**src/sv/lbs_pkg.sv**
```systemverilog
package lbs_pkg;

	localparam int MAX_JOINTS = 64;
	localparam int MAT_ELEMS  = 12;
	localparam int MEM_DEPTH  = MAX_JOINTS * MAT_ELEMS;
	localparam int ADDR_W     = $clog2(MEM_DEPTH);

	localparam logic CMD_LOAD = 1'b0;
	localparam logic CMD_SKIN = 1'b1;

	typedef logic signed [31:0] q16_t;
	typedef logic signed [63:0] acc_t;
	typedef logic [ADDR_W-1:0] addr_t;

	typedef struct packed {
		logic start;
		logic is_sqrt;
	} iter_cmd_t;

	// Round half up from Q.30 to Q.16 and saturate to 32 bits.
	function automatic q16_t round_sat(input acc_t x);
		logic signed [64:0] t;
		t = ($signed({x[63], x}) + 65'sd8192) >>> 14;
		if (t > 65'sd2147483647) begin
			round_sat = 32'sh7fffffff;
		end else if (t < -65'sd2147483648) begin
			round_sat = 32'sh80000000;
		end else begin
			round_sat = t[31:0];
		end
	endfunction

	// Add with saturation at the 64-bit signed limits.
	function automatic acc_t sat_add(input acc_t a, input acc_t b);
		logic signed [64:0] s;
		s = $signed({a[63], a}) + $signed({b[63], b});
		if (s[64] != s[63]) begin
			sat_add = s[64] ? {1'b1, 63'b0} : {1'b0, {63{1'b1}}};
		end else begin
			sat_add = s[63:0];
		end
	endfunction

	function automatic logic [63:0] mag64(input acc_t v);
		mag64 = v[63] ? (64'd0 - v) : v;
	endfunction

endpackage

```
**src/sv/lbs_mul.sv**
```systemverilog
module lbs_mul import lbs_pkg::*; (
	input  logic clk,
	input  q16_t a,
	input  q16_t b,
	output acc_t prod_s1
);

	always_ff @(posedge clk) begin
		prod_s1 <= a * b;
	end

endmodule

```
**config.mk**
```make
export PLATFORM = sky130hd
export DESIGN_NAME = lbs_mul
export DESIGN_NICKNAME = d
export VERILOG_FILES = /design/src/sv/lbs_pkg.sv /design/src/sv/lbs_mul.sv
export SDC_FILE = /design/constraint.sdc
export NUM_CORES = 2
export LEC_CHECK = 0
export BUFFER_PORTS_ARGS = -buffer_cell sky130_fd_sc_hd__buf_2
export CORE_ASPECT_RATIO = 1.1
export CORE_MARGIN = 3
export CORE_UTILIZATION = 25
export DETAILED_ROUTE_END_ITERATION = 6
export GPL_TIMING_DRIVEN = 1
export PLACE_DENSITY = 0.37
export SLEW_MARGIN = 15
export SYNTH_ARGS = -nofsm -noshare
export SYNTH_HDL_FRONTEND = slang
export SYNTH_SLANG_ARGS = --single-unit
```
**constraint.sdc**
```tcl
create_clock -name clk -period 8 [get_ports clk]
set_clock_uncertainty 0.15 [all_clocks]
set_input_delay 0 -clock clk [delete_from_list [all_inputs] [get_ports clk]]
set_output_delay 0 -clock clk [all_outputs]
set_load 0.02 [all_outputs]
```
==> Implementation_results.wiki <==
{| class="wikitable"
! Metric !! Value
|-
| Run status || complete, no violations
|-
| Post-synth ARST share || 0
|-
| Nets@finish || 5480
|-
| Row cnt || ~150
|-
| Average wire per standard cell || 19.47 µm
|-
| Num Clock Sinks || 64
|-
| CP arrival || 7.91 ns
|-
| Total congestion overflow after global routing || 0
|-
| IO Pins || 129
|-
| Dpl hpwl || 106.9 mm
|-
| Fmax achieved || 129.9 MHz
|-
| Synthesized area divided by synthesized cell count || 9.589 µm²
|-
| CP Max Fanout || 11
|-
| Worst slew margin || 0.5642
|-
| Final critical path time including I/O delays and setup || 7.701 ns
|-
| Antenna-violating nets left || 0
|-
| Maximum capacitance violations || 0
|-
| Critical path launch point type || primary input
|-
| Setup repair after global routing missed its margin || no
|-
| Root buffer cell || sky130_fd_sc_hd__clkbuf_16
|-
| Count of cell types in the netlist || 63
|-
| Violation count after the first detailed-routing iteration || just over 1k
|-
| Registers with the most flip-flops || prod_s1 x64
|-
| Cell type group with the largest total delay on the critical path || adder cells
|-
| Global-route wire length before repair || between 150 and 200 mm
|-
| Setup crit end kind || register
|-
| Post-CTS setup repair buffer count || 0
|-
| Worst-path clk slew || 0.06 ns
|-
| Post-Synthesis Cell Area || 37240 µm²
|-
| DRC violation count after routing || 0
|-
| Setup slack of the critical path after layout || around 0.3 ns
|-
| Slowest stage cell on the critical path || sky130_fd_sc_hd__fa_1
|-
| Path type of the worst min-delay path || in -> reg
|-
| Final hold violation count || 0
|-
| Number of global-route vias before repair || 29.57k
|-
| Setup TNS || 0 ns
|-
| Number of flops mapped to enable cells by yosys || 0
|-
| Total core area || 147000 µm²
|-
| Total die area || 153600 µm²
|-
| Max Transition Viols Final || 0
|-
| Post-synth net total || 5215
|-
| Number of antenna violations at the first check in global routing || 10
|-
| Count of buffers from port buffering || 128
|-
| Ratio of routed vias to standard cells || 4.187
|-
| Max FFs per register || 64
|-
| Filler cell count || 15.69k
|-
| Maximum number of pins on one net before global-route repair || 33
|-
| Number of setup violations in the final report || 0
|-
| Total instance count after detailed placement || a little over 6k
|-
| Period utilization || 0.9626
|-
| Most Frequent Cell on Critical Path || sky130_fd_sc_hd__fa_1
|-
| Synthesized instance count || 3884
|-
| Max stage delay on crit path || roughly 0.56 ns
|-
| Predominant post-synthesis flop cell || sky130_fd_sc_hd__dfxtp_1
|-
| Synthesized flop and latch total || 64
|-
| Critical Path RT || 8.21 ns
|-
| Share of synthesized area occupied by flip-flops and latches || 0.03440
|-
| Fin Hold WS || 0.1578 ns
|-
| Clock tree from TritonCTS || built
|-
| Drt total wl || 118.8 mm
|-
| Clock buffer depth || 2
|-
| Vertical die dimension || about 400 µm
|-
| Post-route insts no fill || 6100
|-
| Horizontal die dimension || 374 µm
|-
| Global-route usage over all layers || 0.1628
|-
| Largest reg by FF count || prod_s1
|-
| Pre-CTS worst setup slack || -0.5955 ns
|-
| Transition at the pin with the smallest max-transition slack || about 0.65 ns
|-
| Starting density of the core || 0.2534
|-
| Placer congestion estimate || 0.7807
|-
| CP bufs+invs || 11
|-
| Vias after detailed routing || 25.54k
|-
| Pre-Repair DR Iteration Count || 5
|-
| H-tree depth reported by CTS || 3
|-
| Number of buffers added by the clock tree synthesis step || 9
|-
| Area grow syn2layout || 14.92%
|-
| Fraction of layout instances using a drive strength above 1 || 0.1192
|-
| Kind of critical path || in -> reg
|-
| Count of warnings emitted by yosys || 0
|}
==> cell usage in the layout, fill, tap and decap left out, types with 3 or more instances in the layout <==
master / Yosys / final
sky130_fd_sc_hd__a31oi_1: 12 / 12
sky130_fd_sc_hd__nor3_1: 6 / 5
sky130_fd_sc_hd__clkbuf_4: 0 / 5
sky130_fd_sc_hd__and4_1: 3 / 3
sky130_fd_sc_hd__nor2b_1: 3 / 3
sky130_fd_sc_hd__buf_4: 0 / 291
sky130_fd_sc_hd__nand2b_1: 9 / 9
sky130_fd_sc_hd__clkbuf_16: 0 / 9
sky130_fd_sc_hd__clkbuf_8: 0 / 3
sky130_fd_sc_hd__o31ai_1: 6 / 6
sky130_fd_sc_hd__diode_2: 0 / 9
sky130_fd_sc_hd__o211ai_1: 3 / 3
sky130_fd_sc_hd__o21ai_0: 28 / 28
sky130_fd_sc_hd__a21o_1: 23 / 23
sky130_fd_sc_hd__buf_12: 0 / 34
sky130_fd_sc_hd__nor2_1: 42 / 42
sky130_fd_sc_hd__o21a_1: 4 / 4
sky130_fd_sc_hd__nand3_1: 15 / 15
sky130_fd_sc_hd__or3_1: 4 / 4
sky130_fd_sc_hd__a21boi_0: 3 / 3
sky130_fd_sc_hd__nand4_1: 7 / 7
sky130_fd_sc_hd__o21bai_1: 15 / 15
sky130_fd_sc_hd__a21oi_1: 68 / 67
sky130_fd_sc_hd__xor2_1: 22 / 22
sky130_fd_sc_hd__ha_1: 184 / 184
sky130_fd_sc_hd__nand2_1: 511 / 511
sky130_fd_sc_hd__fa_1: 1082 / 1081
sky130_fd_sc_hd__buf_2: 3 / 123
sky130_fd_sc_hd__and2_1: 516 / 516
sky130_fd_sc_hd__xnor2_1: 53 / 53
sky130_fd_sc_hd__and3_1: 7 / 7
sky130_fd_sc_hd__inv_1: 952 / 952
sky130_fd_sc_hd__dfxtp_1: 64 / 64
sky130_fd_sc_hd__a211oi_1: 4 / 4
sky130_fd_sc_hd__a211oi_2: 3 / 3
==> synth_stat cells (all sizes together), types with 4 or more instances <==
cell type	number	area (µm²)
o21ai	31	162.7
nand3	15	75.07
buf	5	22.52
nand2b	9	56.30
or3	5	32.53
o21a	4	30.03
and4	4	37.54
o31ai	7	66.31
and3	9	62.56
nor2	42	157.7
nand4	7	43.79
a211oi	8	87.59
a31oi	13	96.34
clkbuf	195	732.0
a21o	25	190.2
nor3	7	40.04
xnor2	53	464.2
a21oi	68	340.3
fa	1082	21660
dfxtp	64	1281
ha	184	2302
nand2	511	1918
xor2	22	192.7
o21bai	15	112.6
and2	516	3228
inv	952	3573
==> per-stage QoR <==
stage / area (µm²) / util
4_1_cts: 42750 / 0.2909
3_5_place_dp: 42420 / 0.2886
3_3_place_gp: 42420 / 0.2886
6_report: 42800 / 0.2912
5_1_grt: 42780 / 0.2911
2_1_floorplan: 37240 / -
==> cell type report <==
class                   instances  area, µm²  share of cell area
diodes                          9      22.52           0.0005262
clock buffers                  12      266.5            0.006227
clock inverters                 4      51.30            0.001199
inverters                     952       3573             0.08350
multi-input cells            2668      31650              0.7395
flip-flops and latches         64       1281             0.02994
well taps                    1937       2424             0.05663
repair buffers                454       3528             0.08244
==> per-layer routing <==
| layer | GRT usage | vias up | routed length [µm] |
|---|---|---|---|
| met2 | 0.2980 | 284 | 63140 |
| met1 | 0.2039 | 13600 | 50060 |
| met5 | 0 | - | 22 |
| met4 | 0.04239 | 4 | 2680 |
| li1 | - | 11590 | - |
| met3 | 0.01637 | 67 | 2856 |
==> cells by family (layout without fill, tap and decap cells) <==
group	after synthesis	after routing	share of synthesized area
AO/OA/AOI/OAI	193	193	0.03464
AND/OR/NAND/NOR	1134	1134	0.1537
XOR/XNOR	75	75	0.01764
flip-flops	64	64	0.03440
adder cells (fa/ha/maj)	1266	1266	0.6434
buffers and inverters	1152	1422	0.1162
other	0	9	0
==> final timing paths <==
| path | start | end | cells after the start |
|---|---|---|---|
| hold / removal | a[1] | prod_s1[1]$_DFF_P_ | 4 |
| setup / recovery | b[5] | prod_s1[62]$_DFF_P_ | 30 |
==> repair_timing <==
item                                    CTS  global route
gates resized for setup                   1             8
endpoints found under the setup margin    1             3
pin swaps                                 0             2
gates cloned                              0             0
hold endpoints to repair                  1             0
hold buffers                              1             0
Power is left out: the tool's default activity adds up to more than one toggle a clock period on the data nets, which glitch-free logic cannot reach.
