### config.mk
export PLATFORM = sky130hd
export DESIGN_NAME = lbs_iter
export DESIGN_NICKNAME = d
export VERILOG_FILES = /design/src/sv/lbs_pkg.sv /design/src/sv/lbs_iter.sv
export SDC_FILE = /design/constraint.sdc
export NUM_CORES = 1
export LEC_CHECK = 0
export BUFFER_PORTS_ARGS = -buffer_cell sky130_fd_sc_hd__buf_2
export CAP_MARGIN = 15
export CORE_MARGIN = 10
export CORE_UTILIZATION = 45
export DETAILED_ROUTE_END_ITERATION = 10
export GPL_ROUTABILITY_DRIVEN = 0
export PLACE_DENSITY = 0.64
export SYNTH_ARGS = -nofsm -noshare
export SYNTH_HDL_FRONTEND = slang
export SYNTH_SLANG_ARGS = --single-unit
### constraint.sdc
create_clock -name clk -period 5 [get_ports clk]
set_clock_uncertainty 0.2 [all_clocks]
set_input_delay 1 -clock clk [delete_from_list [all_inputs] [get_ports clk]]
set_output_delay 1 -clock clk [all_outputs]
set_load 0.005 [all_outputs]
### src/sv/lbs_pkg.sv
package lbs_pkg;

	localparam int MAX_JOINTS = 64;
	localparam int MAT_ELEMS  = 12;
	localparam int MEM_DEPTH  = MAX_JOINTS * MAT_ELEMS;
	localparam int ADDR_W     = $clog2(MEM_DEPTH);

	localparam logic CMD_LOAD = 1'b0;
	localparam logic CMD_SKIN = 1'b1;

	typedef logic signed [31:0] q16_t;
	typedef logic signed [63:0] acc_t;
	typedef logic [ADDR_W-1:0] addr_t;

	typedef struct packed {
		logic start;
		logic is_sqrt;
	} iter_cmd_t;

	// Round half up from Q.30 to Q.16 and saturate to 32 bits.
	function automatic q16_t round_sat(input acc_t x);
		logic signed [64:0] t;
		t = ($signed({x[63], x}) + 65'sd8192) >>> 14;
		if (t > 65'sd2147483647) begin
			round_sat = 32'sh7fffffff;
		end else if (t < -65'sd2147483648) begin
			round_sat = 32'sh80000000;
		end else begin
			round_sat = t[31:0];
		end
	endfunction

	// Add with saturation at the 64-bit signed limits.
	function automatic acc_t sat_add(input acc_t a, input acc_t b);
		logic signed [64:0] s;
		s = $signed({a[63], a}) + $signed({b[63], b});
		if (s[64] != s[63]) begin
			sat_add = s[64] ? {1'b1, 63'b0} : {1'b0, {63{1'b1}}};
		end else begin
			sat_add = s[63:0];
		end
	endfunction

	function automatic logic [63:0] mag64(input acc_t v);
		mag64 = v[63] ? (64'd0 - v) : v;
	endfunction

endpackage

### src/sv/lbs_iter.sv
module lbs_iter import lbs_pkg::*; (
	input  logic        clk,
	input  logic        arst_n,
	input  iter_cmd_t   cmd,
	input  logic [63:0] num,
	input  logic [31:0] den,
	output logic        done,
	output logic [63:0] result
);

	// One shift-subtract step per cycle: a quotient bit or a root bit.
	logic        busy_q;
	logic        done_q;
	logic [5:0]  cnt_q;
	logic        sqrt_q;
	logic [63:0] num_q;
	logic [31:0] den_q;
	logic [33:0] rem_q;
	logic [63:0] res_q;

	logic [33:0] shifted;
	logic [33:0] trial;
	logic        ge;
	logic [33:0] rem_nx;

	always_comb begin
		shifted = sqrt_q ? {rem_q[31:0], num_q[63:62]} : {rem_q[32:0], num_q[63]};
		trial   = sqrt_q ? {res_q[31:0], 2'b01} : {2'b00, den_q};
		ge      = shifted >= trial;
		rem_nx  = ge ? (shifted - trial) : shifted;
	end

	always_ff @(posedge clk or negedge arst_n) begin
		if (!arst_n) begin
			busy_q <= 1'b0;
			done_q <= 1'b0;
			cnt_q  <= '0;
		end else if (cmd.start) begin
			busy_q <= 1'b1;
			done_q <= 1'b0;
			cnt_q  <= cmd.is_sqrt ? 6'd31 : 6'd63;
		end else if (busy_q) begin
			cnt_q <= cnt_q - 6'd1;
			if (cnt_q == 6'd0) begin
				busy_q <= 1'b0;
				done_q <= 1'b1;
			end
		end else begin
			done_q <= 1'b0;
		end
	end

	always_ff @(posedge clk) begin
		if (cmd.start) begin
			sqrt_q <= cmd.is_sqrt;
			num_q  <= num;
			den_q  <= den;
			rem_q  <= '0;
			res_q  <= '0;
		end else if (busy_q) begin
			num_q <= sqrt_q ? {num_q[61:0], 2'b00} : {num_q[62:0], 1'b0};
			rem_q <= rem_nx;
			res_q <= {res_q[62:0], ge};
		end
	end

	assign done   = done_q;
	assign result = res_q;

endmodule

==> flow_results.xml <==
<?xml version="1.0" encoding="UTF-8"?>
<metrics>
  <group name="timing">
    <metric name="hold_violations" unit="">0</metric>
    <metric name="setup_viol" unit="">0</metric>
    <metric name="drv_slew" unit="">0</metric>
    <metric name="min_period" unit="ns">4.342</metric>
    <metric name="fin_hold_ws" unit="ns">0.1338</metric>
    <metric name="max_slew.worst_pin.slew" unit="ns">1.027</metric>
    <metric name="worst_slack" unit="ns">0.6585</metric>
    <metric name="timing.max_slew.rel_slack" unit="%">31.55</metric>
    <metric name="fmax" unit="GHz">0.2303</metric>
    <metric name="finalCritPeriodShare" unit="%">86.83</metric>
    <metric name="rsz_0062_raised_after_global_routing" unit="">no</metric>
    <metric name="finalSetupTns" unit="ns">0</metric>
  </group>
  <group name="clocking">
    <metric name="ctsHtreeMaxLevel" unit="">1</metric>
    <metric name="cts_post_setup_buffers_inserted" unit="">0</metric>
    <metric name="clock_slew_at_reported_path_ffs" unit="ns">0.06</metric>
    <metric name="clkLatencyLatePin" unit="ns">0.51</metric>
    <metric name="cts_buffer_depth" unit="">3</metric>
    <metric name="clock-root-buffer" unit="">sky130_fd_sc_hd__clkbuf_16</metric>
    <metric name="inserted_clock_buffers" unit="">23</metric>
    <metric name="tritoncts" unit="">built</metric>
    <metric name="cts_hold_buffers" unit="">0</metric>
    <metric name="sink_count" unit="">202</metric>
    <metric name="post_cts_resized" unit="">0</metric>
  </group>
  <group name="logic_synthesis">
    <metric name="synth_area_per_inst" unit="um2">10.22</metric>
    <metric name="number_of_distinct_library_cells_after_synthesis" unit="">66</metric>
    <metric name="number_of_synthesized_register_bits" unit="">202</metric>
    <metric name="synth_top_area_cell" unit="">sky130_fd_sc_hd__edfxtp_1</metric>
    <metric name="asyncSetResetFlopFracSynth" unit="%">3.960</metric>
    <metric name="mappedNetlistNets" unit="">1190</metric>
    <metric name="yosysWarningCount" unit="">0</metric>
    <metric name="syn-instance-count" unit="">1053</metric>
    <metric name="synth_top_area_share" unit="%">27.07</metric>
    <metric name="synthesis.area" unit="mm2">0.01076</metric>
    <metric name="dominantRegCellSynth" unit="">sky130_fd_sc_hd__edfxtp_1</metric>
    <metric name="yosysSeqAreaShare" unit="%">46.98</metric>
    <metric name="post_synth_main_area_contributors" unit="">sky130_fd_sc_hd__edfxtp_1, sky130_fd_sc_hd__dfxtp_1, sky130_fd_sc_hd__mux2i_1</metric>
    <metric name="synth_edf_count" unit="">97</metric>
  </group>
  <group name="pwr">
    <metric name="irDropWorstVdd" unit="mV">0.2854</metric>
    <metric name="power_per_cell_area" unit="mW/mm2">468.5</metric>
    <metric name="power.total" unit="mW">5.867</metric>
    <metric name="leak" unit="nW">5.896</metric>
  </group>
  <group name="drt">
    <metric name="via_count" unit="">8077</metric>
    <metric name="detail_route.wirelength" unit="um">24980</metric>
    <metric name="wire_per_inst" unit="um">16.42</metric>
    <metric name="drt_iter0_markers" unit="">438</metric>
    <metric name="firstDrtPassIters" unit="">5</metric>
    <metric name="drcViolationCount" unit="">0</metric>
    <metric name="average_via_count_per_standard_cell" unit="">5.310</metric>
    <metric name="detail-route-antenna-nets" unit="">0</metric>
  </group>
  <group name="place">
    <metric name="post_dp_cell_area" unit="mm2">0.01179</metric>
    <metric name="place_ws" unit="ns">0.6783</metric>
    <metric name="dpl.hpwl" unit="um">17560</metric>
    <metric name="place.port_buffers" unit="">164</metric>
    <metric name="dp_cells" unit="">1480</metric>
  </group>
  <group name="die">
    <metric name="die_width" unit="um">174.6</metric>
    <metric name="die_area" unit="mm2">0.03050</metric>
    <metric name="initial_core_util" unit="%">45.84</metric>
    <metric name="pin_count" unit="">165</metric>
    <metric name="fp-row-count" unit="">56</metric>
    <metric name="die_height" unit="um">174.6</metric>
    <metric name="placeableCoreArea" unit="mm2">0.02347</metric>
  </group>
  <group name="final_layout">
    <metric name="final_net_count" unit="">1323</metric>
    <metric name="postLayoutCoreUtil" unit="%">53.36</metric>
    <metric name="drive_gt1_share" unit="%">21.30</metric>
    <metric name="area_growth" unit="%">16.40</metric>
    <metric name="num-fill-cells" unit="">2140</metric>
    <metric name="stdcell_area" unit="mm2">0.01252</metric>
    <metric name="antenna-diode-count" unit="">0</metric>
    <metric name="fin_cells" unit="">1521</metric>
  </group>
  <group name="global_route">
    <metric name="total_routing_usage_reported_by_global_routing" unit="%">15.57</metric>
    <metric name="grt_pass1_wl" unit="um">40700</metric>
    <metric name="grt_antenna_before_repair" unit="">0</metric>
    <metric name="globalRouteOverflowTotal" unit="">0</metric>
    <metric name="grt_start_max_net_pins" unit="">99</metric>
    <metric name="first_global_vias" unit="">8010</metric>
  </group>
  <group name="critical_path">
    <metric name="criticalPathCategory" unit="">flop to flop</metric>
    <metric name="r2r_setup_slk" unit="ns">0.66</metric>
    <metric name="worstPathMaxFanout" unit="">53</metric>
    <metric name="setup.worst_path.end_class" unit="">flop</metric>
    <metric name="startpoint_type" unit="">flop</metric>
    <metric name="timing.reg2reg.worst_path_depth" unit="">13</metric>
    <metric name="timing.critical_path.arrival" unit="ns">4.54</metric>
    <metric name="cp.required" unit="ns">5.20</metric>
  </group>
  <group name="run">
    <metric name="maxCapViolCount" unit="">0</metric>
  </group>
  <group name="outcome">
    <metric name="status" unit="">complete, no violations</metric>
  </group>
  <group name="min_path">
    <metric name="worstHoldPathType" unit="">input pin to asynchronous set/reset pin</metric>
  </group>
</metrics>
-- sequential cells by signal (all words and copies together) (netlist names) --
| register | count |
|---|---|
| sqrt_q | 1 |
| done | 1 |
| num_q | 64 |
| busy_q | 1 |
| rem_q | 33 |
| cnt_q | 6 |
| den_q | 32 |
| result | 64 |
-- synthesized netlist by cell type (all sizes together), types with 4 or more instances --
| library cell | instances |
|---|---|
| a211oi | 19 |
| a21boi | 4 |
| a21o | 8 |
| a21oi | 48 |
| a311oi | 5 |
| a31oi | 6 |
| a32oi | 7 |
| and2 | 4 |
| and3 | 4 |
| buf | 19 |
| clkbuf | 47 |
| dfrtp | 8 |
| dfxtp | 97 |
| edfxtp | 97 |
| ha | 36 |
| inv | 17 |
| mux2 | 33 |
| mux2i | 169 |
| nand2 | 102 |
| nand2b | 9 |
| nand3 | 10 |
| nand4 | 14 |
| nor2 | 124 |
| nor3 | 4 |
| o21ai | 90 |
| o21bai | 5 |
| xnor2 | 19 |
| xor2 | 13 |
-- cell usage in the layout, fill, tap and decap left out, types with 10 or more instances in the layout --
cell                        instances
sky130_fd_sc_hd__nand2_1          101
sky130_fd_sc_hd__o21ai_0           89
sky130_fd_sc_hd__xnor2_1           19
sky130_fd_sc_hd__mux2i_1          169
sky130_fd_sc_hd__dfxtp_1           97
sky130_fd_sc_hd__xor2_1            13
sky130_fd_sc_hd__ha_1              36
sky130_fd_sc_hd__a211oi_1          19
sky130_fd_sc_hd__buf_2            163
sky130_fd_sc_hd__edfxtp_1          97
sky130_fd_sc_hd__mux2_2            32
sky130_fd_sc_hd__nand3_1           10
sky130_fd_sc_hd__nor2_1           123
sky130_fd_sc_hd__inv_1             15
sky130_fd_sc_hd__nand4_1           14
sky130_fd_sc_hd__clkbuf_16         24
sky130_fd_sc_hd__a21oi_1           48
-- metal layers --
layer  wire length, um  GRT usage, %  vias to the layer above
li1                  -             -                     4092
met1             12230         21.64                     3755
met2             10970         24.26                      197
met3              1348         3.212                       33
met4               429         3.886                        0
met5                 0             0                        -
-- cell type report --
class                   count  area [um2]  area share (%)
multi-input cells         768        5346           42.69
flip-flops and latches    202        5059           40.39
repair buffers            174       917.1           7.323
clock buffers              27       611.8           4.885
well taps                 319       399.1           3.187
clock inverters            14       127.6           1.019
inverters                  17       63.81          0.5095
-- critical path, cell delays in order, from the launching register on --
cell	delay, ns
sky130_fd_sc_hd__edfxtp_1	0.39
sky130_fd_sc_hd__buf_12	0.30
sky130_fd_sc_hd__buf_4	0.33
sky130_fd_sc_hd__mux2i_1	0.27
sky130_fd_sc_hd__ha_1	0.33
sky130_fd_sc_hd__a21oi_1	0.34
sky130_fd_sc_hd__o21ai_0	0.20
sky130_fd_sc_hd__o21ai_0	0.20
sky130_fd_sc_hd__o311a_1	0.22
sky130_fd_sc_hd__o221a_1	0.21
sky130_fd_sc_hd__o21a_4	0.46
sky130_fd_sc_hd__inv_2	0.27
sky130_fd_sc_hd__mux2i_1	0.18
sky130_fd_sc_hd__a211oi_1	0.30
-- report_power, final --
| group | internal (mW) | leakage (nW) | switching (mW) |
|---|---|---|---|
| Sequential | 1.93 | 1.90 | 0.115 |
| Clock | 0.980 | 0.367 | 0.665 |
| Combinational | 0.938 | 3.63 | 1.24 |
-- worst paths after layout --
kind	from	end
worst min register to register	rem_q[7]	rem_q[7]
max in group asynchronous	arst_n	busy_q
worst max register to register	sqrt_q	rem_q[22]
min in group clk	rem_q[7]	rem_q[7]
worst max-delay path	sqrt_q	rem_q[22]
worst min-delay path	arst_n	cnt_q[3]
-- kinds of logic after synthesis --
group,Yosys count,share of synthesized area [%]
compound gates,216,12.44
fa+ha+maj,37,4.372
xor+xnor,32,2.605
buf+inv,83,3.337
mux,202,19.21
flops,202,46.98
simple gates,281,11.06
Note: power is estimated with default switching activity, not from simulation.
